File: src/rtl/pckdec_pkg.sv
// shared types, constants and helpers of the packed image decompressor
package pckdec_pkg;

  localparam int unsigned MaxRowWidthDef = 4096;
  localparam int unsigned HeaderBits     = 6;
  localparam int unsigned RowWidthW      = 13;
  localparam int unsigned TotalW         = 25;
  localparam int unsigned CfgDataW       = 25;
  localparam logic [RowWidthW-1:0] RowWidthRst = 13'd3450;

  // configuration register indexes
  localparam logic CFG_ROW_WIDTH    = 1'b0;
  localparam logic CFG_TOTAL_PIXELS = 1'b1;

  // neighbour read selector
  typedef enum logic [1:0] {
    NBR_A = 2'd0,
    NBR_B = 2'd1,
    NBR_C = 2'd2
  } nbr_e;

  // controller to datapath commands
  typedef struct packed {
    logic load;
    logic bit_step;
    logic rd;
    nbr_e rd_idx;
    logic cap;
    logic emit;
    logic flush_last;
  } pck_cmd_t;

  // datapath to controller status
  typedef struct packed {
    logic complete;
    logic bits_left;
    logic pix_req;
    logic need_nbr;
    logic grp_full;
    logic grp_empty;
    logic out_free;
  } pck_stat_t;

  // field width of a run, from the header code
  function automatic logic [5:0] field_width_of(input logic [2:0] code);
    logic [5:0] w;
    case (code)
      3'd0:    w = 6'd0;
      3'd1:    w = 6'd4;
      3'd2:    w = 6'd5;
      3'd3:    w = 6'd6;
      3'd4:    w = 6'd7;
      3'd5:    w = 6'd8;
      3'd6:    w = 6'd16;
      default: w = 6'd32;
    endcase
    return w;
  endfunction

endpackage

File: src/rtl/pckdec_ctrl.sv
// sequencing state machine of the decompressor
module pckdec_ctrl
  import pckdec_pkg::*;
(
  input  logic      clk_i,
  input  logic      rst_ni,
  input  logic      in_valid_i,
  output logic      in_ready_o,
  input  pck_stat_t stat_i,
  output pck_cmd_t  cmd_o
);

  typedef enum logic [2:0] {
    S_IDLE, S_RUN, S_RDA, S_RDB, S_RDC, S_CAPC, S_EMIT, S_END
  } state_e;

  state_e state_q, state_d;

  assign in_ready_o = (state_q == S_IDLE);

  // next state and commands
  always_comb begin
    state_d = state_q;
    cmd_o   = '0;
    cmd_o.rd_idx = NBR_A;
    unique case (state_q)
      S_IDLE: begin
        if (in_valid_i) begin
          cmd_o.load = 1'b1;
          state_d    = S_RUN;
        end
      end
      S_RUN: begin
        if (stat_i.complete) begin
          state_d = S_END;
        end else if (stat_i.pix_req) begin
          state_d = stat_i.need_nbr ? S_RDA : S_EMIT;
        end else if (stat_i.bits_left) begin
          cmd_o.bit_step = 1'b1;
        end else begin
          state_d = S_END;
        end
      end
      S_RDA: begin
        cmd_o.rd     = 1'b1;
        cmd_o.rd_idx = NBR_A;
        state_d      = S_RDB;
      end
      S_RDB: begin
        cmd_o.rd     = 1'b1;
        cmd_o.rd_idx = NBR_B;
        cmd_o.cap    = 1'b1;
        state_d      = S_RDC;
      end
      S_RDC: begin
        cmd_o.rd     = 1'b1;
        cmd_o.rd_idx = NBR_C;
        cmd_o.cap    = 1'b1;
        state_d      = S_CAPC;
      end
      S_CAPC: begin
        cmd_o.cap = 1'b1;
        state_d   = S_EMIT;
      end
      S_EMIT: begin
        if (!stat_i.grp_full || stat_i.out_free) begin
          cmd_o.emit = 1'b1;
          state_d    = S_RUN;
        end
      end
      S_END: begin
        if (stat_i.grp_empty) begin
          state_d = S_IDLE;
        end else if (stat_i.out_free) begin
          cmd_o.flush_last = 1'b1;
          state_d          = S_IDLE;
        end
      end
      default: state_d = S_IDLE;
    endcase
  end

  // state register
  always_ff @(posedge clk_i or negedge rst_ni) begin
    if (!rst_ni) begin
      state_q <= S_IDLE;
    end else begin
      state_q <= state_d;
    end
  end

endmodule

File: config.mk
export PLATFORM = sky130hd
export DESIGN_NAME = pckdec_ctrl
export DESIGN_NICKNAME = d
export VERILOG_FILES = /design/src/rtl/pckdec_pkg.sv /design/src/rtl/pckdec_ctrl.sv
export SDC_FILE = /design/constraint.sdc
export NUM_CORES = 1
export LEC_CHECK = 0
export ABC_AREA = 1
export BUFFER_PORTS_ARGS = -buffer_cell sky130_fd_sc_hd__buf_2
export CAP_MARGIN = 25
export CELL_PAD_IN_SITES_DETAIL_PLACEMENT = 1
export CELL_PAD_IN_SITES_GLOBAL_PLACEMENT = 1
export CORE_UTILIZATION = 28
export CTS_CLUSTER_DIAMETER = 60
export DETAILED_ROUTE_END_ITERATION = 6
export PLACE_DENSITY = 0.81
export SYNTH_ARGS = -nofsm -noshare
export SYNTH_HDL_FRONTEND = slang
export SYNTH_SLANG_ARGS = --single-unit
File: constraint.sdc
create_clock -name clk_i -period 2.4 [get_ports clk_i]
set_input_delay 0.48 -clock clk_i [delete_from_list [all_inputs] [get_ports clk_i]]
set_output_delay 0.48 -clock clk_i [all_outputs]
set_load 0.01 [all_outputs]
# Word-level counts from Yosys, hierarchy flattened
# Index checks and enable logic that the tools add are counted.
# totals
in_bits	10
ff_bits	3
out_inout_bits	9
word_cells	39
# classes
n_reduce_logical	5
mux	22
eq_ne	11
# ops
op	count
$mux W3	8
$pmux W3 S8	1
$eq A3 B3 Y1 const B	4
$mux W1	12
$pmux W3 S3	1
$eq A3 B2 Y1 const B	2
$ne A2 B2 Y1 const B	2
$ne A4 B4 Y1 const B	1
$reduce_and A4 Y1	1
$eq A3 B1 Y1 const B	1
$logic_not A3 Y1	1
$ne A3 B3 Y1 const B	1
$reduce_or A3 Y1	1
$logic_not A1 Y1	1
$logic_or A1 B1 Y1	1

# Logic depth before layout (Yosys ltp)
# depth
ltp_word	4
mapped_depth	8
depth_no_buf	7

# Worst setup path after synthesis
# OpenSTA, ideal clock, no wires.
# synth_timing
path_type	register to output
start	register state_q[2]
end	output cmd_o[0] in the netlist's numbering
slack_ns	0.945
t_required_ns	1.920
arrival_ns	0.975
stages_incl_launch_ff	4
n_path_buf	1
path_cell_list	dfrtp_1 buf_6 inv_1 nor4_1
# synth_rtl
item	line_no	rtl
start, declared	pckdec_ctrl.sv:17	state_e state_q, state_d;
start signal, assigned	pckdec_ctrl.sv:88	state_q <= state_d;
end, declared	pckdec_ctrl.sv:10	output pck_cmd_t cmd_o

==> reports/qor.csv <==
stage;metric;value;unit
final_layout;Diodes inserted;0;
final_layout;biggest regs;state_q (3);
flow_run;Max Cap Violations;0;
critical_path;CP Launch Point;state_q[2];
cts;# hold bufs at CTS;0;
timing;Fin Setup TNS;0;ns
cts;CTS tree;yes;
drt;antenna viol nets, final;0;
global_routing;total grt overflow;0;
global_routing;vias in the first global route;402;
logic_synthesis;Seq cells post-synth;3;
cts;# Post-CTS Setup Buffers;0;
cts;clk root buf;clkbuf_4;
drt;Initial DRC Count;8;
timing;RSZ-0062 raised after global routing;no;
critical_path;CP Capture Type;output port;
place;Placer Congestion;0.879;
cts;Clk pin slew, worst setup/hold paths;0.04;ns
logic_synthesis;Synth Cell Area;368;um^2
timing;# setup viols final;0;
place;port bufs;18;
drt;DR vias/cell;4.59;
pwr;clock power share;15.3;%
floorplan;Chip Width;38.2;um
timing;Worst Skew;0.00232;ns
floorplan;I/O pin cnt;19;
drt;residual DRC count;0;
final_layout;NumNets Final;94;
cts;clock buffer depth;2;
critical_path;crit path DAT;1.40;ns
global_routing;initial antenna violation count;0;
floorplan;Die H;38.2;um
drt;final WL;1050;um
pwr;Pint;0.278;mW
logic_synthesis;Seq/Total Area, Yosys;20.4;%
pwr;Comb pwr share;60.5;%
pwr;sequential fraction of design power;24.2;%
cts;H-tree levels;1;
timing;Final Max Tran Viols;0;
logic_synthesis;post-synth top area share;20.4;%
final_layout;Most flops, register;state_q;
logic_synthesis;post-synthesis cell type count;15;
pwr;sw frac;53.2;%
pwr;P_leak;0.293;nW
pwr;Total Power;0.593;mW
cts;Sink Count;3;
critical_path;maximum fanout along the worst path;9;
logic_synthesis;largest cells by area after synthesis;dfrtp_1 (20%), nand3_1 (14%), nand2_1 (12%);
final_layout;layout cells sized above 1;36.1;%
logic_synthesis;top cell type by total area after synthesis;dfrtp_1;
floorplan;Core ar.;1160;um^2
cts;CTS resizes;0;
timing;Slew @ Worst Pin;0.335;ns
timing;final hold viol count;0;
place;Detail Placement HPWL;894;um
critical_path;kind of critical path;flip-flop to output port;
pwr;P per Cell Area;1240;nW/um^2
final_layout;Fillers;163;
global_routing;Total Routing Usage GR;16.0;%
final_layout;Area Overhead vs Synth;30.3;%
floorplan;Initial Util;31.8;%
drt;Wirelength per Cell;10.8;um
logic_synthesis;yosys warns;0;
pwr;maximum VDD drop;0.000325;V
cts;worst-skew pair later-pin latency;0.23;ns
global_routing;largest net degree at the start of global routing;10;
timing;min Tclk post-route;1.88;ns
floorplan;Rows;12;
timing;Max Fclk;0.533;GHz
critical_path;worst reg2reg path startpoint;state_q[2];
pwr;net switching power;0.315;mW
min_path;HP Class;input port to async pin;
cts;CTS Buf Count;3;
drt;routed vias;445;
final_layout;Largest register FFs;3;
logic_synthesis;Syn Inst Count;63;
critical_path;Crit path required time;1.92;ns
timing;fin crit share;78.2;%
logic_synthesis;synthesized area per cell;5.84;um^2
logic_synthesis;Mapped Nets;73;
run_status;status;finished, final reports clean;
global_routing;first-pass GRT wire length;1630;um
drt;DR pass1 iterations;2;
timing;Worst slew margin;77.7;%
critical_path;Worst setup SP type;flip-flop;
floorplan;Die Area;1460;um^2
logic make-up after synthesis:
family                 after synthesis  share of synthesized area [%]
AOI/OAI and AO/OA                    5                           7.48
and+or+nand+nor                     42                           54.8
DFF                                  3                           20.4
buffers and inverters               13                           17.3
placed cells by master (no fill, tap or decap):
cell type / n
a21oi_1: 2
nor2_2: 3
nor4_1: 1
o21ai_0: 2
inv_2: 2
clkbuf_1: 1
o21bai_1: 1
dfrtp_1: 3
inv_1: 9
nor2_1: 11
nor3_1: 1
nand2_2: 2
nor2_4: 2
nand3_1: 10
clkbuf_4: 3
buf_2: 18
nand2_1: 12
cell type report:
class                   instances  area (um^2)  share of cell area, %
well taps                      14         17.5                   3.66
multi-input cells              47          229                   47.8
inverters                      11         41.3                   8.62
flip-flops and latches          3         75.1                   15.7
repair buffers                 18         90.1                   18.8
clock buffers                   4         26.3                   5.48
worst paths after layout:
path | endpoint | slack [ns] | depth (start not counted)
setup reg to reg | state_q[2] | 1.13 | 7
hold reg to reg | state_q[0] | 0.71 | 3
min in group clk_i | state_q[0] | 0.63 | 4
hold / removal | state_q[0] | 0.04 | 1
max in group asynchronous | state_q[2] | 2.26 | 1
setup / recovery | cmd_o[0] | 0.52 | 3
cell usage after synthesis:
cell       n
dfrtp_1    3
buf_6      2
nand3_1   10
nor2_1    11
nor2_4     2
nor2_2     3
nor4_1     1
nand2_2    2
o21bai_1   1
nor3_1     1
inv_1      9
o21ai_0    2
a21oi_1    2
inv_2      2
nand2_1   12
critical path: stages (launching register included):
cell and delay [ns]:
dfrtp_1 0.53, inv_1 0.19, nor4_1 0.28, buf_2 0.17
layer usage:
| layer | wire, um | up-vias | global-route usage (%) |
|---|---|---|---|
| met4 | 0 | 0 | 5.36 |
| met1 | 474 | 199 | 19.6 |
| met3 | 41 | 0 | 0 |
| met5 | 0 | - | 0 |
| li1 | - | 235 | - |
| met2 | 529 | 11 | 29.7 |
power by group through the flow:
stage	combinational (mW)	sequential, mW	clock (mW)
CTS	0.364	0.144	0.0928
detailed placement	0.361	0.145	0
global placement	0.351	0.141	0
finish	0.359	0.144	0.0905
floorplan	0.322	0.0968	0
global route	0.400	0.152	0.0952
through the flow:
stage / instance area (um^2) / hold slack [ns] / worst slack (ns) / instances / utilization (%)
global route: 479 / 0.0345 / 0.459 / 97 / 41.5
finish: 479 / 0.0351 / 0.524 / 97 / 41.5
detailed placement: 453 / 0.279 / 0.766 / 93 / 39.2
CTS: 479 / 0.0320 / 0.521 / 97 / 41.5
global placement: 453 / 0.278 / 0.829 / 93 / 39.2
floorplan: 368 / 0.184 / 0.945 / 63 / -
Note: power is estimated with default switching activity, not from simulation.
